===== src/design/first_fit_heap_allocator_macros.svh =====
// ----------------------------------------------------------------------------
// First-fit heap allocator assertion macros
// Short forms for the concurrent checks used by the allocator modules.
// ----------------------------------------------------------------------------
// Both macros sample on clk_i and stay quiet while rst_ni is low.
`ifndef FIRST_FIT_HEAP_ALLOCATOR_MACROS_SVH
`define FIRST_FIT_HEAP_ALLOCATOR_MACROS_SVH

// General property check.
`define FFH_ASSERT(lbl, prop, msg) \
  lbl: assert property (@(posedge clk_i) disable iff (!rst_ni) prop) \
    else $error(msg);

// Same-cycle implication check.
`define FFH_ASSERT_IMP(lbl, ante, cons, msg) \
  lbl: assert property (@(posedge clk_i) disable iff (!rst_ni) (ante) |-> (cons)) \
    else $error(msg);

`endif


===== src/design/ffh_pkg.sv =====
// ----------------------------------------------------------------------------
// First-fit heap allocator package
// Sizes, codes and the control bundles shared by the cells, scan and top.
// ----------------------------------------------------------------------------
`default_nettype none

package ffh_pkg;

  // Segment table depth.
  localparam int MAX_SEGMENTS = 256;
  localparam int CNT_W        = $clog2(MAX_SEGMENTS + 1);

  // Field widths.
  localparam int SEG_W     = 24;
  localparam int ADDR_W    = 32;
  localparam int REQ_W     = 25;
  localparam int NEED_W    = REQ_W + 1;
  localparam int HSIZE_W   = 25;
  localparam int HDR_W     = 7;
  localparam int STATUS_W  = 3;
  localparam int CFG_IDX_W = 2;
  localparam int CFG_DAT_W = 32;

  // Group size of the first-fit scan.
  localparam int GRP_SIZE = 16;
  localparam int NUM_GRP  = (MAX_SEGMENTS + GRP_SIZE - 1) / GRP_SIZE;
  localparam int PAD_W    = NUM_GRP * GRP_SIZE;

  // Heap limit and reset values of the registers.
  localparam logic [HSIZE_W-1:0] HEAP_LIMIT       = 25'h100_0000;
  localparam logic [ADDR_W-1:0]  RESET_HEAP_BASE  = 32'h0010_0000;
  localparam logic [HSIZE_W-1:0] RESET_HEAP_SIZE  = 25'h010_0000;
  localparam logic [HDR_W-1:0]   RESET_HEADER     = 7'd12;
  localparam logic [SEG_W-1:0]   RESET_SEG_SIZE   = 24'h10_0000 - 24'd12;

  typedef enum logic [1:0] {
    OP_ALLOC   = 2'd0,
    OP_RELEASE = 2'd1,
    OP_REINIT  = 2'd2
  } ffh_op_e;

  typedef enum logic [STATUS_W-1:0] {
    STS_GRANTED  = 3'd0,
    STS_NO_MEM   = 3'd1,
    STS_RELEASED = 3'd2,
    STS_IGNORED  = 3'd3,
    STS_UNKNOWN  = 3'd4
  } ffh_status_e;

  typedef enum logic [CFG_IDX_W-1:0] {
    CFG_HEAP_BASE    = 2'd0,
    CFG_HEAP_SIZE    = 2'd1,
    CFG_HEADER_BYTES = 2'd2
  } ffh_cfg_e;

  typedef enum logic [2:0] {
    ST_IDLE,
    ST_MATCH,
    ST_GROUP,
    ST_SELECT,
    ST_APPLY
  } ffh_state_e;

  typedef enum logic [1:0] {
    MODE_NONE,
    MODE_ALLOC,
    MODE_RELEASE
  } ffh_mode_e;

  // Broadcast to every cell in the compare cycle.
  typedef struct packed {
    logic                  en;
    ffh_mode_e             mode;
    logic [NEED_W-1:0]     need;
    logic [ADDR_W-1:0]     target;
  } ffh_match_t;

  // Broadcast to every cell in the update cycle.
  typedef struct packed {
    logic              alloc;
    logic              release_seg;
    logic              reinit;
    logic              split;
    logic [SEG_W-1:0]  need;
    logic [SEG_W-1:0]  new_start;
    logic [SEG_W-1:0]  new_size;
    logic [SEG_W-1:0]  init_size;
  } ffh_upd_t;

endpackage

`default_nettype wire


===== src/design/ffh_cell.sv =====
// ----------------------------------------------------------------------------
// First-fit heap allocator table cell
// Holds one segment entry, compares it against the current request and
// shifts in its left neighbor's entry when a split opens a slot.
// ----------------------------------------------------------------------------
`default_nettype none

module ffh_cell (
  input  wire logic                     clk_i,
  input  wire logic                     rst_ni,
  input  wire logic                     valid_i,
  input  wire ffh_pkg::ffh_match_t      match_i,
  input  wire ffh_pkg::ffh_upd_t        upd_i,
  input  wire logic                     at_i,
  input  wire logic                     left_at_i,
  input  wire logic                     left_win_i,
  input  wire logic [ffh_pkg::SEG_W-1:0] left_start_i,
  input  wire logic [ffh_pkg::SEG_W-1:0] left_size_i,
  input  wire logic                     left_free_i,
  output logic                          hit_o,
  output logic                          win_o,
  output logic [ffh_pkg::SEG_W-1:0]     start_o,
  output logic [ffh_pkg::SEG_W-1:0]     size_o,
  output logic                          free_o
);

  logic                      hit_q, hit_d;
  logic [ffh_pkg::SEG_W-1:0] start_q, size_q;
  logic                      free_q;
  logic                      win;

  // The winner is the first cell of the prefix-OR run.
  assign win = at_i & ~left_at_i;

  always_comb begin
    case (match_i.mode)
      ffh_pkg::MODE_ALLOC:
        hit_d = valid_i & free_q & (ffh_pkg::NEED_W'(size_q) >= match_i.need);
      ffh_pkg::MODE_RELEASE:
        hit_d = valid_i & (ffh_pkg::ADDR_W'(start_q) == match_i.target);
      default:
        hit_d = 1'b0;
    endcase
  end

  always_ff @(posedge clk_i or negedge rst_ni) begin
    if (!rst_ni) begin
      hit_q   <= 1'b0;
      start_q <= '0;
      size_q  <= ffh_pkg::RESET_SEG_SIZE;
      free_q  <= 1'b1;
    end else begin
      if (match_i.en) begin
        hit_q <= hit_d;
      end
      if (upd_i.reinit) begin
        start_q <= '0;
        size_q  <= upd_i.init_size;
        free_q  <= 1'b1;
      end else if (upd_i.alloc) begin
        if (win) begin
          free_q <= 1'b0;
          if (upd_i.split) begin
            size_q <= upd_i.need;
          end
        end else if (upd_i.split && left_win_i) begin
          start_q <= upd_i.new_start;
          size_q  <= upd_i.new_size;
          free_q  <= 1'b1;
        end else if (upd_i.split && left_at_i) begin
          start_q <= left_start_i;
          size_q  <= left_size_i;
          free_q  <= left_free_i;
        end
      end else if (upd_i.release_seg && win) begin
        free_q <= 1'b1;
      end
    end
  end

  assign hit_o   = hit_q;
  assign win_o   = win;
  assign start_o = start_q;
  assign size_o  = size_q;
  assign free_o  = free_q;

endmodule

`default_nettype wire


===== config.mk =====
export PLATFORM = sky130hd
export DESIGN_NAME = ffh_cell
export DESIGN_NICKNAME = d
export VERILOG_FILES = /design/src/design/first_fit_heap_allocator_macros.svh /design/src/design/ffh_pkg.sv /design/src/design/ffh_cell.sv
export SDC_FILE = /design/constraint.sdc
export NUM_CORES = 1
export LEC_CHECK = 0
export BUFFER_PORTS_ARGS = -buffer_cell sky130_fd_sc_hd__buf_4
export CORE_AREA = 2 2 104 106
export CTS_CLUSTER_DIAMETER = 200
export DETAILED_ROUTE_END_ITERATION = 8
export DIE_AREA = 0 0 106 108
export PLACE_DENSITY_LB_ADDON = 0.25
export SYNTH_ARGS = -nofsm -noshare
export SYNTH_HDL_FRONTEND = slang
export SYNTH_SLANG_ARGS = --single-unit

===== constraint.sdc =====
create_clock -name clk_i -period 1.8 [get_ports clk_i]
set_input_delay 0.54 -clock clk_i [delete_from_list [all_inputs] [get_ports clk_i]]
set_output_delay 0.54 -clock clk_i [all_outputs]
set_load 0.005 [all_outputs]

Word level (Yosys, flattened, before mapping)
Cells that the tools add are included.

$lt $le $gt $ge: 1. Equality and inequality tests: 6. Mux-type cells: 18. Bitwise logic cells: 5. Reductions and logical operators: 10.

Operators with widths (number): $mux 24 (11); $eq 24x32->1 (1); $ge 24x26->1 (1); $mux 1 (6); $reduce_and 3->1 (2); $reduce_bool 3->1 (2); $ne 5x2->1 const B (1); $and 1x1->1 (4); $reduce_bool 4->1 (1); $logic_and 1x1->1 (3); $ne 3x3->1 const B (1); $eq 2x1->1 const B (1); $eq 2x2->1 const B (1); $ne 2x2->1 const B (1); $pmux 1 s2 (1); $reduce_and 2->1 (1); $reduce_bool 2->1 (1); $not 1->1 (1).

Register bits after elaboration: 50. Bits of input ports: 216. Output and inout bits: 51. Word-level logic and storage cells: 44.

Longest topological paths before layout
Gate-level depths: netlist (run 1).

Depth in word-level cells: 6. Depth in mapped cells: 8. Mapped depth without buffers: 8.

Worst setup path before layout (run 1)
No wires, ideal clock.

Path kind: input-to-reg. Start point: in match_i[43] (netlist bit). End point: reg hit_q (netlist: hit_o). Setup time: 124 ps. Arrival: 1869 ps. Required time: 1676 ps. Setup slack: -193 ps. Stages on the path: 8. Path buffers: 0. Path through: inv_1 ha_1 a21o_1 nand3_1 a21oi_1 a2111oi_0 o31ai_1 a211o_1.

Longest elaborated chain between the ends: 3.

RTL lines: start, declared (line ffh_cell.sv:12) `input wire ffh_pkg::ffh_match_t match_i,`; $ge 24x26->1 (line ffh_cell.sv:38) `hit_d = valid_i & free_q & (ffh_pkg::NEED_W'(size_q) >= match_i.need);`; $and 1x1->1 (line ffh_cell.sv:38); $pmux 1 s2 (line ffh_cell.sv:36) `case (match_i.mode)`; end signal, assigned (line ffh_cell.sv:54) `hit_q <= hit_d;`; end, declared (line ffh_cell.sv:27) `logic hit_q, hit_d;`.

Every way passes these cells. A chain may end at the register's enable or synchronous reset.

Final worst setup path (run 1)
Start point: reg size_q, in the netlist size_o[5]. End point: reg hit_q (netlist: hit_o).

Longest elaborated chain between the ends: 3.

RTL lines: start, declared (line ffh_cell.sv:28) `logic [ffh_pkg::SEG_W-1:0] start_q, size_q;`; start signal, assigned (line ffh_cell.sv:50) `size_q <= ffh_pkg::RESET_SEG_SIZE;`; start signal, assigned (line ffh_cell.sv:58) `size_q <= upd_i.init_size;`; start signal, assigned (line ffh_cell.sv:64) `size_q <= upd_i.need;`; $ge 24x26->1 (line ffh_cell.sv:38); $and 1x1->1 (line ffh_cell.sv:38); $pmux 1 s2 (line ffh_cell.sv:36).

Every way passes these cells.

==> run_results.csv, run 1 <==
group,metric,value,unit
pwr,powerDensity,550,mW/mm^2
cts,cts-root-buf,"clkbuf_8",
synthesis,synth_cell_types,34,
timing,tightestPinTransition,0.632,ns
outcome,violations,"setup timing",
floorplanning,start_util,37.2,%
finish,drive_gt1_share,47.2,%
timing,setup-violations-final,1,
pwr,power_frac_comb,41.6,%
floorplanning,dieArea,0.0114,sq mm
cts,clkLatencyLatePin,0.30,ns
synthesis,synth-edff-count,0,
grt,track_usage,23.2,%
route,vias_per_cell,5.13,
grt,grt.overflow.total,0,
timing,rsz0062_at_grt,"true",
timing,fin_crit_sh,105,%
finish,nNetsFinal,983,
finish,syn_to_final_growth,68.7,%
grt,antenna_found_initial,0,
route,wl,13800,microns
floorplanning,pin_count,267,
synthesis,yosysWarnings,0,
finish,diodes,0,
pwr,power.leakage,3.28,nW
cts,cts_buffers,5,
synthesis,ys.flop_type,"dfrtp_1",
cts,cts_max_level,2,
hold_path,hp-class,"in -> async",
pwr,vdd_ir_drop_max,0.360,mV
place,dp_hpwl,11300,microns
route,num_vias,4507,
timing,fin_ws,-0.0933,ns
pwr,switching_share,31.6,%
pwr,power,3.53,mW
pwr,power.switching,1.11,mW
synthesis,synthCells,463,
floorplanning,row_count,37,
synthesis,ys_async_sr_fraction,100,%
pwr,seqPwrFrac,39.6,%
place,port_buffers,266,
route,drc,0,
timing,fin_hold_ws,0.249,ns
timing,fmax,0.528,GHz
setup_path,path_max_fanout,3,
timing,relSlewSlack,57.8,%
cts,hold_buffers,0,
place,gp_congestion,0.893,
pwr,clkPwrFrac,18.8,%
grt,grt_pass1_wl,21200,microns
route,drt-pass1-iter-count,6,
finish,post-route-util,62.8,%
setup_path,r2r_setup_slack,-0.09,ns
route,wl_per_cell,15.7,microns
synthesis,ys_ff_latch,50,
cts,cts_tree,"built",
setup_path,reg2reg_to,"hit_o$_DFFE_PN0P_",
setup_path,startpoint,"size_o[5]$_DFFE_PN1P_",
floorplanning,die_h,108,microns
timing,final_max_slew_viol_count,0,
setup_path,crit_path_start_kind,"register",
grt,grt_max_degree,51,
synthesis,syn_area_per_cell,8.22,sq um
floorplanning,die_x,106,microns
setup_path,critPathCaptureType,"register",
synthesis,syn_area,0.00381,sq mm
route,drt-initial-drc-count,256,
cts,clk_pin_slew,0.10,ns
timing,fin_setup_tns,-0.0933,ns
grt,grt_pass1_vias,4493,
job,maxCapViolations,0,
timing,min_period,1.89,ns
cts,clock_path_buffers,2,
setup_path,path_class,"reg -> reg",
timing,finalHoldViolations,0,
setup_path,rr_worst_depth,7,
route,detail-route-antenna-nets,0,
setup_path,crit_required,2.00,ns
timing,clock_skew,0.00699,ns
setup_path,timing.rr.start,"size_o[5]$_DFFE_PN1P_",
outcome,status,"finished, violations left",
synthesis,ys_seq_area_share,33.5,%
finish,nFillCells,869,
cts,clock_sinks,50,
setup_path,arrival,2.09,ns
synthesis,synthesis.nets,705,
floorplanning,core-area,0.0102,sq mm
pwr,p_int,2.42,mW
-- cells in the final DEF (no fill, tap or decap), types with 10 or more instances in the layout --
master    Yosys  final
dfrtp_1      32     32
o21ai_0      24     23
a21oi_1      33     32
nand3_1      28     28
xnor2_1      18     18
nand4_1      10     10
buf_4         0    298
inv_1        29     28
nor2_1       28     28
mux2i_1      25     25
ha_1         26     22
a311oi_1     24     24
dfstp_2      18     18
o31ai_1      25     24
nand2_1      74     73
-- worst max path at each step --
stage / endpoint / slack [ns] / cells past startpoint
finish: hit_o$_DFFE_PN0P_ / -0.09 / 7
floorplan: hit_o$_DFFE_PN0P_ / -0.03 / 7
global placement: hit_o$_DFFE_PN0P_ / -0.35 / 10
global route: hit_o$_DFFE_PN0P_ / -0.22 / 6
detailed placement: hit_o$_DFFE_PN0P_ / -0.46 / 9
CTS: hit_o$_DFFE_PN0P_ / -0.11 / 6
-- sequential cells by signal, summed over array words and instances, names as in the netlist --
name,cells
hit_o,1
start_o,24
free_o,1
size_o,24
-- worst max-delay path: stages (launching register included) --
cell	delay [ns]
dfstp_2	0.57
ha_4	0.21
a21oi_2	0.14
a21oi_1	0.09
nor4_2	0.27
buf_4	0.16
o31ai_2	0.07
a211o_1	0.30
-- area by class of cell --
| class | count | area [sq um] | area share, % |
|---|---|---|---|
| Clock buffer | 5 | 68.8 | 1.07 |
| Tap cell | 136 | 170 | 2.65 |
| Clock inverter | 3 | 21.3 | 0.331 |
| Multi-Input combinational cell | 350 | 2400 | 37.4 |
| Inverter | 29 | 109 | 1.69 |
| Sequential cell | 50 | 1270 | 19.8 |
| Timing Repair Buffer | 305 | 2380 | 37.0 |
-- cells in the mapped netlist, types with 2 or more instances --
cell | count | share of area [%]
mux2i_1 | 25 | 6.6
nor3_1 | 2 | 0.26
o31ai_1 | 25 | 4.9
a311oi_1 | 24 | 5.5
inv_1 | 29 | 2.9
o21ai_0 | 24 | 3.2
nor4_2 | 4 | 1.3
nand2b_1 | 3 | 0.49
buf_2 | 15 | 2.0
dfrtp_1 | 32 | 21
a21oi_1 | 33 | 4.3
dfstp_2 | 18 | 12
a211oi_1 | 2 | 0.39
a31oi_1 | 2 | 0.33
nand4_1 | 10 | 1.6
ha_1 | 26 | 8.5
a21o_1 | 4 | 0.79
nor2_1 | 28 | 2.8
buf_1 | 2 | 0.20
xor2_1 | 6 | 1.4
clkbuf_1 | 17 | 1.7
xnor2_1 | 18 | 4.1
nand2_1 | 74 | 7.3
a211o_1 | 2 | 0.46
o21ai_1 | 2 | 0.26
nand3_1 | 28 | 3.7
-- metrics by stage --
stage                     instance area [sq um]  setup WS [ns]  std cells
after floorplan                            3820        -0.0257        463
final                                      6420        -0.0933        878
after global routing                       6420         -0.220        878
after detailed placement                   6260         -0.464        870
after global placement                     6260         -0.352        870
after CTS                                  6420         -0.106        878
-- cell families (layout without fill, tap and decap cells) --
family,count (synthesis),in the layout,synth area share [%]
compound gates,121,121,20.8
xor+xnor,24,24,5.52
fa+ha+maj,26,26,8.54
buf+inv,63,342,6.70
flops,50,50,33.5
mux,25,25,6.57
simple gates,154,154,18.4
-- power by group through the flow --
stage	Clock, mW	Combinational (mW)	Sequential (mW)
finish	0.662	1.47	1.40
global route	0.731	1.61	1.41
CTS	0.674	1.48	1.40
detailed placement	0	1.44	1.41
global placement	0	1.40	1.41
floorplan	0	0.539	1.41
-- repair_timing --
action	in CTS	in global routing
setup endpoints to repair	1	1
buffers inserted	0	0
pin swaps	6	1
gates resized for setup	11	1
-- metal layers --
metal / global-route usage, % / part of all wire, %
met5: 0 / 0
met4: 6.67 / 2.2
met3: 3.07 / 6.2
met2: 44.8 / 53
met1: 26.6 / 38
No activity file was read; power rests on OpenSTA's default activity.
==> run 2, diff against run 1 <==
--- a/config.mk
+++ b/config.mk
@@ -10,7 +10,7 @@
 export CTS_CLUSTER_DIAMETER = 200
 export DETAILED_ROUTE_END_ITERATION = 8
 export DIE_AREA = 0 0 106 108
-export PLACE_DENSITY_LB_ADDON = 0.25
+export PLACE_DENSITY_LB_ADDON = 0.12
 export SYNTH_ARGS = -nofsm -noshare
 export SYNTH_HDL_FRONTEND = slang
 export SYNTH_SLANG_ARGS = --single-unit
==> run_results.csv, run 2 (synthesis results as in run 1) <==
group,metric,value,unit
outcome,status,"finished, violations left",
timing,clock_skew,0.00624,ns
hold_path,hp-class,"in -> async",
floorplanning,die_x,106,microns
setup_path,critPathCaptureType,"register",
finish,diodes,0,
cts,clk_pin_slew,0.09,ns
finish,nFillCells,925,
timing,fin_hold_ws,0.116,ns
setup_path,path_class,"reg -> reg",
finish,final_cell_mix,"301 x buf_4, 73 x nand2_1, 32 x dfrtp_1",
finish,syn_to_final_growth,71.0,%
floorplanning,start_util,37.2,%
floorplanning,pin_count,267,
cts,cts_max_level,2,
timing,setup-violations-final,1,
pwr,clkPwrFrac,18.0,%
cts,cts_setup_buffers,0,
timing,fin_ws,-0.177,ns
pwr,power.leakage,3.30,nW
floorplanning,core-area,0.0102,sq mm
floorplanning,die_h,108,microns
pwr,power,3.57,mW
route,drc,0,
setup_path,crit_required,1.99,ns
grt,grt.overflow.total,0,
floorplanning,dieArea,0.0114,sq mm
finish,drive_gt1_share,47.8,%
setup_path,arrival,2.17,ns
pwr,switching_share,31.6,%
place,place_ws,-0.421,ns
setup_path,path_max_fanout,2,
route,num_vias,4523,
grt,grt_max_degree,49,
setup_path,crit_path_start_kind,"register",
pwr,p_int,2.44,mW
timing,relSlewSlack,74.1,%
cts,cts-root-buf,"clkbuf_8",
grt,track_usage,24.8,%
cts,clock_path_buffers,2,
timing,fmax,0.506,GHz
place,gp_congestion,0.877,
route,detail-route-antenna-nets,0,
route,wl_per_cell,16.3,microns
pwr,powerDensity,549,mW/mm^2
cts,clkLatencyLatePin,0.30,ns
pwr,seqPwrFrac,39.2,%
place,port_buffers,266,
outcome,violations,"setup timing",
cts,cts_tree,"built",
grt,grt_pass1_wl,22600,microns
timing,final_max_slew_viol_count,0,
grt,antenna_found_initial,0,
job,maxCapViolations,0,
grt,grt_pass1_vias,4666,
place,dp.cells,875,
finish,seq_area,0.00127,sq mm
pwr,power_frac_comb,42.8,%
pwr,vdd_ir_drop_max,0.304,mV
route,drt-initial-drc-count,193,
route,drt-pass1-iter-count,5,
timing,fin_crit_sh,110,%
finish,nNetsFinal,988,
cts,cts_buffers,5,
timing,tightestPinTransition,0.385,ns
cts,clock_sinks,50,
floorplanning,row_count,37,
timing,finalHoldViolations,0,
finish,final_common_cell,"buf_4",
finish,multiInputGateArea,0.00243,sq mm
cts,hold_buffers,0,
route,vias_per_cell,5.12,
finish,fin_cells,883,
place,dp_hpwl,11600,microns
route,wl,14400,microns
pwr,power.switching,1.13,mW
timing,rsz0062_at_grt,"true",
timing,min_period,1.98,ns
-- run 2: changes by cell type in the layout (fill, tap and decap cells not counted), sizes merged --
cell	before	now
clkinvlp	1	0
clkbuf	5	6
buf	305	310
-- run 2: final timing paths --
kind,start,endpoint,slack (ns),cells after the start
setup / recovery,size_o[11]$_DFFE_PN1P_,hit_o$_DFFE_PN0P_,-0.18,7
hold / removal,rst_ni,start_o[13]$_DFFE_PN0P_,0.12,1
setup reg to reg,size_o[11]$_DFFE_PN1P_,hit_o$_DFFE_PN0P_,-0.18,7
hold reg to reg,size_o[10]$_DFFE_PN1P_,size_o[10]$_DFFE_PN1P_,0.50,2
max in group asynchronous,rst_ni,size_o[4]$_DFFE_PN1P_,1.14,2
min in group clk_i,size_o[10]$_DFFE_PN1P_,size_o[10]$_DFFE_PN1P_,0.50,2
-- run 2: stage by stage --
step	instance area (sq um)	util [%]	TNS, ns
after floorplan	3820	-	-0.0257
after global placement	6320	61.8	-0.428
after detailed placement	6320	61.8	-0.578
after CTS	6460	63.1	-0.165
after global routing	6510	63.6	-0.206
final	6510	63.6	-0.177
-- run 2: layout make-up --
class | count | share of cell area [%]
clock inverter | 2 | 0.154
multi-input combinational | 350 | 37.4
clock buffer | 6 | 1.11
sequential | 50 | 19.6
timing repair buffer | 310 | 37.5
tap | 136 | 2.61
inverter | 29 | 1.67
-- run 2: layer usage --
metal	routed length (microns)	part of all wire, %	vias to the layer above	global-route usage (%)
met5	0	0	-	0
met4	490	3.4	0	9.68
met3	1010	7.0	35	4.04
met2	7490	52	207	46.1
met1	5400	38	2060	28.5
li1	-	-	2221	-
-- run 2: power by group through the flow --
stage | sequential [mW] | clock (mW) | combinational (mW)
5_1_grt | 1.42 | 0.724 | 1.68
4_1_cts | 1.40 | 0.669 | 1.50
3_5_place_dp | 1.42 | 0 | 1.47
3_3_place_gp | 1.41 | 0 | 1.43
6_report | 1.40 | 0.643 | 1.53
2_1_floorplan | 1.41 | 0 | 0.539
-- run 2: what timing repair did --
action | CTS | global route
pin swaps | 5 | 8
endpoints found under the hold margin | 0 | 0
resized for setup | 8 | 7
setup endpoints to repair | 1 | 1
-- run 2: worst max-delay path, stage by stage (launching register included) --
cell and delay, ns:
dfstp_2 0.57, ha_4 0.20, a21o_1 0.17, nand3_2 0.09
a21oi_4 0.07, a2111oi_4 0.35, o31ai_2 0.16, a211o_1 0.27
